<file path="src/design/mdob_pkg.sv">
// ----------------------------------------------------------------------------
// mdob_pkg
// Shared types, constants and fixed-point helpers for the motor disturbance
// observer: controller states, datapath commands and rounding/saturation.
// ----------------------------------------------------------------------------
package mdob_pkg;

  localparam int DataW   = 32;
  localparam int CfgIdxW = 8;
  localparam int AccW    = 42;
  localparam int DWideW  = 49;

  localparam logic signed [DataW-1:0] DeadbandRaw = 32'sd65;

  localparam logic [CfgIdxW-1:0] CfgCoefDecay       = 8'd0;
  localparam logic [CfgIdxW-1:0] CfgCoefCurrentGain = 8'd1;
  localparam logic [CfgIdxW-1:0] CfgCoefTorqueGain  = 8'd2;
  localparam logic [CfgIdxW-1:0] CfgCoulombTerm     = 8'd3;
  localparam logic [CfgIdxW-1:0] CfgObserverGain    = 8'd4;
  localparam logic [CfgIdxW-1:0] CfgTorqueLimit     = 8'd5;
  localparam logic [CfgIdxW-1:0] CfgCurrentLimit    = 8'd6;
  localparam logic [CfgIdxW-1:0] CfgInvTorqueConst  = 8'd7;

  typedef enum logic [3:0] {
    S_IDLE,
    S_BYPASS,
    S_MUL_DECAY,
    S_MUL_CUR,
    S_MUL_TRQ,
    S_ADD_TRQ,
    S_PRED,
    S_RESID,
    S_MUL_OBS,
    S_UPD_D,
    S_MUL_FF,
    S_FF,
    S_OUT
  } state_t;

  typedef enum logic [2:0] {
    MSEL_DECAY,
    MSEL_CUR,
    MSEL_TRQ,
    MSEL_OBS,
    MSEL_FF
  } mul_sel_t;

  typedef struct packed {
    logic     load_in;
    logic     mul_en;
    mul_sel_t mul_sel;
    logic     acc_clr;
    logic     acc_add;
    logic     pred;
    logic     resid;
    logic     upd_dist;
    logic     calc_ff;
    logic     bypass;
    logic     load_out;
  } cmd_t;

  typedef struct packed {
    logic obs_zero;
    logic bypass;
  } sts_t;

  // round to nearest, ties up, then shift right by 24
  function automatic logic signed [39:0] rnd_shr24(input logic signed [63:0] p);
    logic signed [63:0] s;
    s = p + 64'sd8388608;
    return s[63:24];
  endfunction

  // round to nearest, ties up, then shift right by 16
  function automatic logic signed [47:0] rnd_shr16(input logic signed [63:0] p);
    logic signed [63:0] s;
    s = p + 64'sd32768;
    return s[63:16];
  endfunction

  function automatic logic signed [DataW-1:0] sat32(input logic signed [AccW-1:0] v);
    logic signed [AccW-1:0] hi;
    logic signed [AccW-1:0] lo;
    hi = AccW'(32'sh7fffffff);
    lo = AccW'(32'sh80000000);
    if (v > hi) begin
      return 32'sh7fffffff;
    end else if (v < lo) begin
      return 32'sh80000000;
    end
    return v[DataW-1:0];
  endfunction

  function automatic logic signed [DataW-1:0] clamp_sym(input logic signed [DWideW-1:0] v,
                                                       input logic [30:0] lim);
    logic signed [DWideW-1:0] pos;
    logic signed [DWideW-1:0] neg;
    pos = signed'({18'd0, lim});
    neg = -pos;
    if (v > pos) begin
      return pos[DataW-1:0];
    end else if (v < neg) begin
      return neg[DataW-1:0];
    end
    return v[DataW-1:0];
  endfunction

endpackage

</file>
<file path="src/design/motor_disturbance_observer.sv">
// ----------------------------------------------------------------------------
// motor_disturbance_observer
// First-order velocity disturbance observer with coulomb friction and a
// clamped current feedforward, in Q16.16 with Q8.24 model coefficients.
// ----------------------------------------------------------------------------
// usage:
//   input word (op, measured_speed, commanded_current) is taken on
//   in_valid && !in_stall; one result word (feedforward_current,
//   speed_residual, disturbance_estimate) leaves on out_valid && !out_stall.
//   the block holds one word at a time; a single signed 32x32 multiplier
//   with a registered product is used for all five products in turn, and the
//   next word is taken only once the last result is loaded for output. a zero
//   observer gain skips the observer product and estimate update; an op=1
//   word skips the multiplier and goes straight to the result.
//   configuration is written on cfg_valid (cfg_ready is always high); the
//   user must write it only while no word is in flight, which the block does
//   not enforce. indexes beyond the register list are dropped.
//   reset loads the register defaults and zeroes model speed and estimate;
//   no result is pending after reset. while out_stall holds a result, the
//   next word is computed and then waits until the result is taken.
// ----------------------------------------------------------------------------
module motor_disturbance_observer (
  input  logic                              clk,
  input  logic                              rst,
  input  logic                              cfg_valid,
  output logic                              cfg_ready,
  input  logic [mdob_pkg::CfgIdxW-1:0]      cfg_index,
  input  logic [mdob_pkg::DataW-1:0]        cfg_data,
  input  logic                              in_valid,
  output logic                              in_stall,
  input  logic                              op,
  input  logic signed [mdob_pkg::DataW-1:0] measured_speed,
  input  logic signed [mdob_pkg::DataW-1:0] commanded_current,
  output logic                              out_valid,
  input  logic                              out_stall,
  output logic signed [mdob_pkg::DataW-1:0] feedforward_current,
  output logic signed [mdob_pkg::DataW-1:0] speed_residual,
  output logic signed [mdob_pkg::DataW-1:0] disturbance_estimate
);
  import mdob_pkg::*;

  cmd_t cmd;
  sts_t sts;

  assign cfg_ready = 1'b1;

  mdob_ctrl u_ctrl (
    .clk       (clk),
    .rst       (rst),
    .in_valid  (in_valid),
    .in_op     (op),
    .in_stall  (in_stall),
    .out_valid (out_valid),
    .out_stall (out_stall),
    .sts       (sts),
    .cmd       (cmd)
  );

  mdob_dp u_dp (
    .clk        (clk),
    .rst        (rst),
    .cfg_wr     (cfg_valid && cfg_ready),
    .cfg_index  (cfg_index),
    .cfg_data   (cfg_data),
    .in_op      (op),
    .in_speed   (measured_speed),
    .in_current (commanded_current),
    .cmd        (cmd),
    .sts        (sts),
    .out_ff     (feedforward_current),
    .out_resid  (speed_residual),
    .out_dist   (disturbance_estimate)
  );

  // one word in flight at a time
  a_one_in_flight: assert property (@(posedge clk) disable iff (rst)
    (in_valid && !in_stall) |=> in_stall)
    else $error("word taken while another is in flight");

  // loading a result publishes it and frees the input side
  a_load_publishes: assert property (@(posedge clk) disable iff (rst)
    cmd.load_out |=> (out_valid && !in_stall))
    else $error("result load did not raise out_valid");

  // bypass words give all-zero results
  a_bypass_zero: assert property (@(posedge clk) disable iff (rst)
    (cmd.load_out && sts.bypass) |=>
      (feedforward_current == '0 && speed_residual == '0 && disturbance_estimate == '0))
    else $error("bypass result not zero");

endmodule

</file>
<file path="src/design/mdob_ctrl.sv">
// ----------------------------------------------------------------------------
// mdob_ctrl
// Sequencer for the observer: accepts one word, steps observe words through
// the shared multiplier (bypass words skip it), then hands the result to the output register.
// ----------------------------------------------------------------------------
module mdob_ctrl (
  input  logic          clk,
  input  logic          rst,
  input  logic          in_valid,
  input  logic          in_op,
  output logic          in_stall,
  output logic          out_valid,
  input  logic          out_stall,
  input  mdob_pkg::sts_t sts,
  output mdob_pkg::cmd_t cmd
);
  import mdob_pkg::*;

  state_t state;
  state_t state_next;
  logic   out_valid_next;

  always_ff @(posedge clk) begin
    if (rst) begin
      state     <= S_IDLE;
      out_valid <= 1'b0;
    end else begin
      state     <= state_next;
      out_valid <= out_valid_next;
    end
  end

  always_comb begin
    out_valid_next = out_valid;
    if (out_valid && !out_stall) begin
      out_valid_next = 1'b0;
    end
    if (cmd.load_out) begin
      out_valid_next = 1'b1;
    end
  end

  always_comb begin
    state_next = state;
    unique case (state)
      S_IDLE: begin
        if (in_valid) begin
          state_next = in_op ? S_BYPASS : S_MUL_DECAY;
        end
      end
      S_BYPASS:    state_next = S_OUT;
      S_MUL_DECAY: state_next = S_MUL_CUR;
      S_MUL_CUR:   state_next = S_MUL_TRQ;
      S_MUL_TRQ:   state_next = S_ADD_TRQ;
      S_ADD_TRQ:   state_next = S_PRED;
      S_PRED:      state_next = S_RESID;
      S_RESID:     state_next = sts.obs_zero ? S_MUL_FF : S_MUL_OBS;
      S_MUL_OBS:   state_next = S_UPD_D;
      S_UPD_D:     state_next = S_MUL_FF;
      S_MUL_FF:    state_next = S_FF;
      S_FF:        state_next = S_OUT;
      S_OUT: begin
        if (!out_valid || !out_stall) begin
          state_next = S_IDLE;
        end
      end
      default:     state_next = S_IDLE;
    endcase
  end

  always_comb begin
    cmd      = '0;
    cmd.mul_sel = MSEL_DECAY;
    in_stall = 1'b1;
    unique case (state)
      S_IDLE: begin
        in_stall    = 1'b0;
        cmd.load_in = in_valid;
      end
      S_BYPASS:    cmd.bypass = 1'b1;
      S_MUL_DECAY: begin
        cmd.mul_en  = 1'b1;
        cmd.mul_sel = MSEL_DECAY;
        cmd.acc_clr = 1'b1;
      end
      S_MUL_CUR: begin
        cmd.mul_en  = 1'b1;
        cmd.mul_sel = MSEL_CUR;
        cmd.acc_add = 1'b1;
      end
      S_MUL_TRQ: begin
        cmd.mul_en  = 1'b1;
        cmd.mul_sel = MSEL_TRQ;
        cmd.acc_add = 1'b1;
      end
      S_ADD_TRQ:   cmd.acc_add = 1'b1;
      S_PRED:      cmd.pred = 1'b1;
      S_RESID:     cmd.resid = 1'b1;
      S_MUL_OBS: begin
        cmd.mul_en  = 1'b1;
        cmd.mul_sel = MSEL_OBS;
      end
      S_UPD_D:     cmd.upd_dist = 1'b1;
      S_MUL_FF: begin
        cmd.mul_en  = 1'b1;
        cmd.mul_sel = MSEL_FF;
      end
      S_FF:        cmd.calc_ff = 1'b1;
      S_OUT:       cmd.load_out = !out_valid || !out_stall;
      default:     cmd = '0;
    endcase
  end

endmodule

</file>
<file path="src/design/mdob_dp.sv">
// ----------------------------------------------------------------------------
// mdob_dp
// Observer datapath: configuration registers, observer state, one shared
// 32x32 multiplier with a registered product, accumulator and output words.
// ----------------------------------------------------------------------------
module mdob_dp (
  input  logic                                clk,
  input  logic                                rst,
  input  logic                                cfg_wr,
  input  logic [mdob_pkg::CfgIdxW-1:0]        cfg_index,
  input  logic [mdob_pkg::DataW-1:0]          cfg_data,
  input  logic                                in_op,
  input  logic signed [mdob_pkg::DataW-1:0]   in_speed,
  input  logic signed [mdob_pkg::DataW-1:0]   in_current,
  input  mdob_pkg::cmd_t                      cmd,
  output mdob_pkg::sts_t                      sts,
  output logic signed [mdob_pkg::DataW-1:0]   out_ff,
  output logic signed [mdob_pkg::DataW-1:0]   out_resid,
  output logic signed [mdob_pkg::DataW-1:0]   out_dist
);
  import mdob_pkg::*;

  logic [24:0] coef_decay;
  logic [30:0] coef_current_gain;
  logic [30:0] coef_torque_gain;
  logic [30:0] coulomb_speed_term;
  logic [30:0] observer_gain;
  logic [30:0] torque_limit;
  logic [30:0] current_limit;
  logic [30:0] inverse_torque_constant;

  logic                     op;
  logic signed [DataW-1:0]  meas;
  logic signed [DataW-1:0]  cur;
  logic signed [DataW-1:0]  model_speed;
  logic signed [DataW-1:0]  dist_torque;
  logic signed [DataW-1:0]  resid;
  logic signed [DataW-1:0]  ff;
  logic signed [63:0]       prod;
  logic signed [AccW-1:0]   acc;

  logic signed [DataW-1:0]  mul_a;
  logic signed [DataW-1:0]  mul_b;
  logic signed [63:0]       mul_p;
  logic                     fric_pos;
  logic                     fric_neg;
  logic signed [AccW-1:0]   coul_ext;
  logic signed [AccW-1:0]   pred_wide;
  logic signed [AccW-1:0]   resid_wide;
  logic signed [DWideW-1:0] d_wide;
  logic signed [DWideW-1:0] ff_wide;

  always_ff @(posedge clk) begin
    if (rst) begin
      coef_decay              <= 25'd16777216;
      coef_current_gain       <= '0;
      coef_torque_gain        <= '0;
      coulomb_speed_term      <= '0;
      observer_gain           <= '0;
      torque_limit            <= 31'd65536;
      current_limit           <= 31'd65536;
      inverse_torque_constant <= 31'd65536;
    end else if (cfg_wr) begin
      unique case (cfg_index)
        CfgCoefDecay:       coef_decay              <= cfg_data[24:0];
        CfgCoefCurrentGain: coef_current_gain       <= cfg_data[30:0];
        CfgCoefTorqueGain:  coef_torque_gain        <= cfg_data[30:0];
        CfgCoulombTerm:     coulomb_speed_term      <= cfg_data[30:0];
        CfgObserverGain:    observer_gain           <= cfg_data[30:0];
        CfgTorqueLimit:     torque_limit            <= cfg_data[30:0];
        CfgCurrentLimit:    current_limit           <= cfg_data[30:0];
        CfgInvTorqueConst:  inverse_torque_constant <= cfg_data[30:0];
        default: ;
      endcase
    end
  end

  // multiplier operand select
  always_comb begin
    unique case (cmd.mul_sel)
      MSEL_DECAY: begin
        mul_a = signed'({7'd0, coef_decay});
        mul_b = model_speed;
      end
      MSEL_CUR: begin
        mul_a = signed'({1'b0, coef_current_gain});
        mul_b = cur;
      end
      MSEL_TRQ: begin
        mul_a = signed'({1'b0, coef_torque_gain});
        mul_b = dist_torque;
      end
      MSEL_OBS: begin
        mul_a = signed'({1'b0, observer_gain});
        mul_b = resid;
      end
      MSEL_FF: begin
        mul_a = signed'({1'b0, inverse_torque_constant});
        mul_b = dist_torque;
      end
      default: begin
        mul_a = '0;
        mul_b = '0;
      end
    endcase
  end

  assign mul_p = mul_a * mul_b;

  // coulomb sign, measured speed breaks the tie inside the deadband
  always_comb begin
    fric_pos = (model_speed > DeadbandRaw) ||
               (!(model_speed < -DeadbandRaw) && (meas > DeadbandRaw));
    fric_neg = (model_speed < -DeadbandRaw) ||
               (!(model_speed > DeadbandRaw) && (meas < -DeadbandRaw));
    coul_ext = signed'({{(AccW-31){1'b0}}, coulomb_speed_term});
    if (fric_pos) begin
      pred_wide = acc - coul_ext;
    end else if (fric_neg) begin
      pred_wide = acc + coul_ext;
    end else begin
      pred_wide = acc;
    end
    resid_wide = AccW'(meas) - acc;
    d_wide     = DWideW'(dist_torque) + DWideW'(rnd_shr16(prod));
    ff_wide    = -DWideW'(rnd_shr16(prod));
  end

  always_ff @(posedge clk) begin
    if (cmd.load_in) begin
      op   <= in_op;
      meas <= in_speed;
      cur  <= in_current;
    end
    if (cmd.mul_en) begin
      prod <= mul_p;
    end
    if (cmd.acc_clr) begin
      acc <= '0;
    end else if (cmd.acc_add) begin
      acc <= acc + AccW'(rnd_shr24(prod));
    end else if (cmd.pred) begin
      acc <= AccW'(sat32(pred_wide));
    end
    if (cmd.resid) begin
      resid <= sat32(resid_wide);
    end else if (cmd.bypass) begin
      resid <= '0;
    end
    if (cmd.calc_ff) begin
      ff <= clamp_sym(ff_wide, current_limit);
    end else if (cmd.bypass) begin
      ff <= '0;
    end
    if (cmd.load_out) begin
      out_ff    <= ff;
      out_resid <= resid;
      out_dist  <= dist_torque;
    end
  end

  always_ff @(posedge clk) begin
    if (rst) begin
      model_speed <= '0;
      dist_torque <= '0;
    end else begin
      if (cmd.bypass || cmd.calc_ff) begin
        model_speed <= meas;
      end
      if (cmd.bypass) begin
        dist_torque <= '0;
      end else if (cmd.upd_dist) begin
        dist_torque <= clamp_sym(d_wide, torque_limit);
      end
    end
  end

  assign sts.obs_zero = (observer_gain == '0);
  assign sts.bypass   = op;

endmodule

</file>
<file path="config.mk">
export PLATFORM = sky130hd
export DESIGN_NAME = motor_disturbance_observer
export DESIGN_NICKNAME = d
export VERILOG_FILES = /design/src/design/mdob_pkg.sv /design/src/design/motor_disturbance_observer.sv /design/src/design/mdob_ctrl.sv /design/src/design/mdob_dp.sv
export SDC_FILE = /design/constraint.sdc
export NUM_CORES = 2
export LEC_CHECK = 0
export BUFFER_PORTS_ARGS = -buffer_cell sky130_fd_sc_hd__buf_2
export CAP_MARGIN = 20
export CORE_MARGIN = 4
export CORE_UTILIZATION = 40
export CTS_CLUSTER_DIAMETER = 60
export DETAILED_ROUTE_END_ITERATION = 8
export PLACE_DENSITY = 0.52
export SETUP_SLACK_MARGIN = 0.02
export SYNTH_ARGS = -nofsm -noshare
export SYNTH_HDL_FRONTEND = slang
export SYNTH_SLANG_ARGS = --single-unit
</file>
<file path="constraint.sdc">
create_clock -name clk -period 13.2 [get_ports clk]
set_clock_uncertainty 0.05 [all_clocks]
set_input_delay 2.64 -clock clk [delete_from_list [all_inputs] [get_ports clk]]
set_output_delay 2.64 -clock clk [all_outputs]
set_load 0.05 [all_outputs]
</file>
==> metrics.cfg <==
[status]
status=completed

[clock_tree]
ctsHoldBuffers=0
cts-root-buf=clkbuf_16
clk_pin_slew_ps=60
cts_buffer_depth=3
cts_tree=done
clock-sinks=626
clk_latency_ps=740
post_cts_resized=0
post_cts_buffers=0
cts.htree.levels=3
cts_buffers=88

[routing]
drt_iter0_drc=6738
routed-via-count=67724
via_per_inst=5.789
wl_per_cell_um=26.56
wl_um=310700
drt_pass1_iterations=6
route.detailed.drc=0
final_antenna_net_count=0

[timing]
finalMaxSlewViolations=0
rsz0062_at_grt=no
timing.final.crit_share=0.8970
worst_slew_pin_slew_ps=1217
final.min_clock_period_ps=11840
setup_viol=0
clock.fmax_mhz=84.46
slew_headroom=0.1888
hold_viol=0
setup_tns_ps=0

[setup_path]
path_max_fanout=30
crit_required_ps=13600
crit_family=adder cells
max_stage_delay_ps=890
crit_buf_inv=4
critical_path_class=flop to flop
crit_arrival_ps=12240
setup.worst_path.end_class=flop
path_common_cell=fa_1
slowest_stage=dfxtp_1
start_kind=flop

[placed_design]
io_buffers=206
gp_congestion=0.9748
post-dp-hpwl_um=247100

[grt]
track_usage=0.3105
grt_pass1_vias=66331
gr-total-overflow=0
grt_first_pass_wirelength_um=450900
grt_start_max_net_pins=217
grt_antenna_before_repair=16

[power_and_ir_drop]
vdd_drop_max_mv=0.1496
total_power_mw=15.48
p_leak_nw=36.21
pwr-share-comb=0.635
p_sw_mw=8.292
clkPwrFrac=0.157
seq_power_share=0.208
internal_power_mw=7.182
p_per_area_nw_per_um2=187.0
switching_share=0.5359

[floorplan]
fp-row-count=159
start_util=0.4031
die_area_um2=196700
die_y_um=443.5
core_um2=188200
fp.dieW_um=443.5
pin_count=209

[logic_synthesis]
synth_cells=9136
synthesis.area_um2=75860
syn-num-nets=10765
yosysTopAreaCellShare=0.2298
synth_edf_count=273
yosysWarnings=0
synthTopCellsByArea=fa_1, edfxtp_1, ha_1
ys_seq_elements=626
synth_area_leader_cell=fa_1
synth_ff_type=dfxtp_1
ys_seq_area_frac=0.2012
avgSynthCellArea_um2=8.304
synthArstFlopShare=0
synth.distinct_cells=101

[run]
maxCapViolCount=0

[layout]
multiInputGateArea_um2=54070
fillers=19012
layout.nets=10747
regArea_um2=15260
area_growth_pct=9.093
final_layout_size_suffix_gt1_frac=0.06864

[min_path]
hold_path.class=flop to flop

==> power groups by stage <==
stage,Sequential (mW),Clock [mW],Combinational (mW)
after global placement,3.23,0,9.53
after detailed placement,3.23,0,9.60
after CTS,3.19,2.47,9.67
after global routing,3.22,2.55,10.7
after floorplan,2.82,0,6.49
final,3.22,2.43,9.83
==> state kept, by name, indices dropped and copies added (netlist names), 25 cells and up <==
register and count:
u_dp.torque_limit 31, u_dp.current_limit 31, u_dp.meas 32, u_dp.coef_decay 25, u_dp.model_speed 32, u_dp.out_resid 32, u_dp.acc 42, u_dp.dist_torque 32
u_dp.out_dist 32, u_dp.inverse_torque_constant 31, u_dp.cur 32, u_dp.prod 49, u_dp.coef_current_gain 31, u_dp.observer_gain 31, u_dp.out_ff 32, u_dp.resid 32
u_dp.coulomb_speed_term 31, u_dp.ff 32, u_dp.coef_torque_gain 31
==> worst register-to-register path: cells and delay by family, from the launching register on <==
| family | cells | cell delay, ps |
|---|---|---|
| adders and majority gates | 9 | 4650 |
| AOI/OAI and AO/OA | 12 | 3330 |
| and+or+nand+nor | 5 | 2190 |
| DFF | 1 | 890 |
| buffers and inverters | 4 | 450 |
==> stage by stage <==
stage               cell area (um2)  cells  utilization  hold WS, ps  setup WS [ps]
finish                        82760  11698       0.4398        363.3           1360
detailed placement            79700  11519       0.4235        355.6           1506
global route                  82740  11689       0.4396        372.5          979.9
CTS                           82680  11684       0.4393        367.0           1503
floorplan                     75860   9136            -        350.3           2725
global placement              79700  11519       0.4235        352.5           1610
==> layer usage <==
| layer | vias up | GRT usage | part of all wire |
|---|---|---|---|
| li1 | 30342 | - | - |
| met1 | 33804 | 0.4182 | 0.42 |
| met2 | 2953 | 0.4705 | 0.43 |
| met3 | 619 | 0.05448 | 0.083 |
| met4 | 6 | 0.1779 | 0.068 |
| met5 | - | 0 | 0.00012 |
==> cells in the mapped netlist, types with 25 or more instances <==
library cell and n:
and2_1 58, nor4_1 65, a221oi_1 33, o211ai_1 27, edfxtp_1 273, nand2_1 1414
dfxtp_1 353, o21ai_0 263, a21o_1 152, nand2b_1 45, nand4_1 144, xor2_1 87
mux2i_1 40, nor2_1 837, nand3_1 135, a31oi_1 66, clkbuf_1 426, nor2b_1 34
nor3_1 141, xnor2_1 252, fa_1 871, clkbuf_2 25, o21a_1 44, o21bai_1 47
buf_1 31, inv_1 1257, o22ai_1 46, ha_1 648, and4_1 54, a311oi_1 28
and3_1 83, a21oi_1 620, a211oi_1 52, a22oi_1 81, or3_1 38
==> cells by family (layout without fill, tap and decap cells) <==
logic type / Yosys count / count (layout) / share of synthesized area
buffers and inverters: 1768 / 1825 / 0.08891
adders and majority gates: 1519 / 1519 / 0.3367
muxes: 43 / 43 / 0.005723
AOI/OAI and AO/OA: 1686 / 1686 / 0.1420
other: 1 / 11 / 0.00004943
and+or+nand+nor: 3153 / 3153 / 0.1859
xor gates and xnor gates: 340 / 340 / 0.03945
DFF: 626 / 626 / 0.2012
==> cells in the final DEF (no fill, tap or decap), types with 65 or more instances in the layout <==
cell,n
nand4_1,144
edfxtp_1,273
a21o_1,152
nand3_1,134
xnor2_1,252
nand2_1,1411
nor3_1,137
buf_4,184
o21ai_0,263
a21oi_1,615
nor2_1,836
fa_1,871
a22oi_1,81
and3_1,79
inv_1,1256
ha_1,648
dfxtp_1,353
a31oi_1,65
xor2_1,87
clkbuf_16,90
buf_2,205
==> path summary, 6_finish.rpt <==
| path | slack (ps) | startpoint | end | cells after the start |
|---|---|---|---|---|
| max reg2reg | 1360 | u_ctrl.state[2] | u_dp.prod[62] | 30 |
| min | 360 | u_dp.ff[0] | u_dp.out_ff[0] | 0 |
| max | 1360 | u_ctrl.state[2] | u_dp.prod[62] | 30 |
| min reg2reg | 360 | u_dp.ff[0] | u_dp.out_ff[0] | 0 |
==> layout make-up <==
cell class / instances / share of cell area
sequential: 626 / 0.1844
inverter: 1262 / 0.05724
timing repair buffer: 398 / 0.03089
clock buffer: 111 / 0.02925
antenna: 10 / 0.0003024
multi-input combinational: 6742 / 0.6534
clock inverter: 54 / 0.006803
tap: 2495 / 0.03772
(Power assumes the default switching activity.)
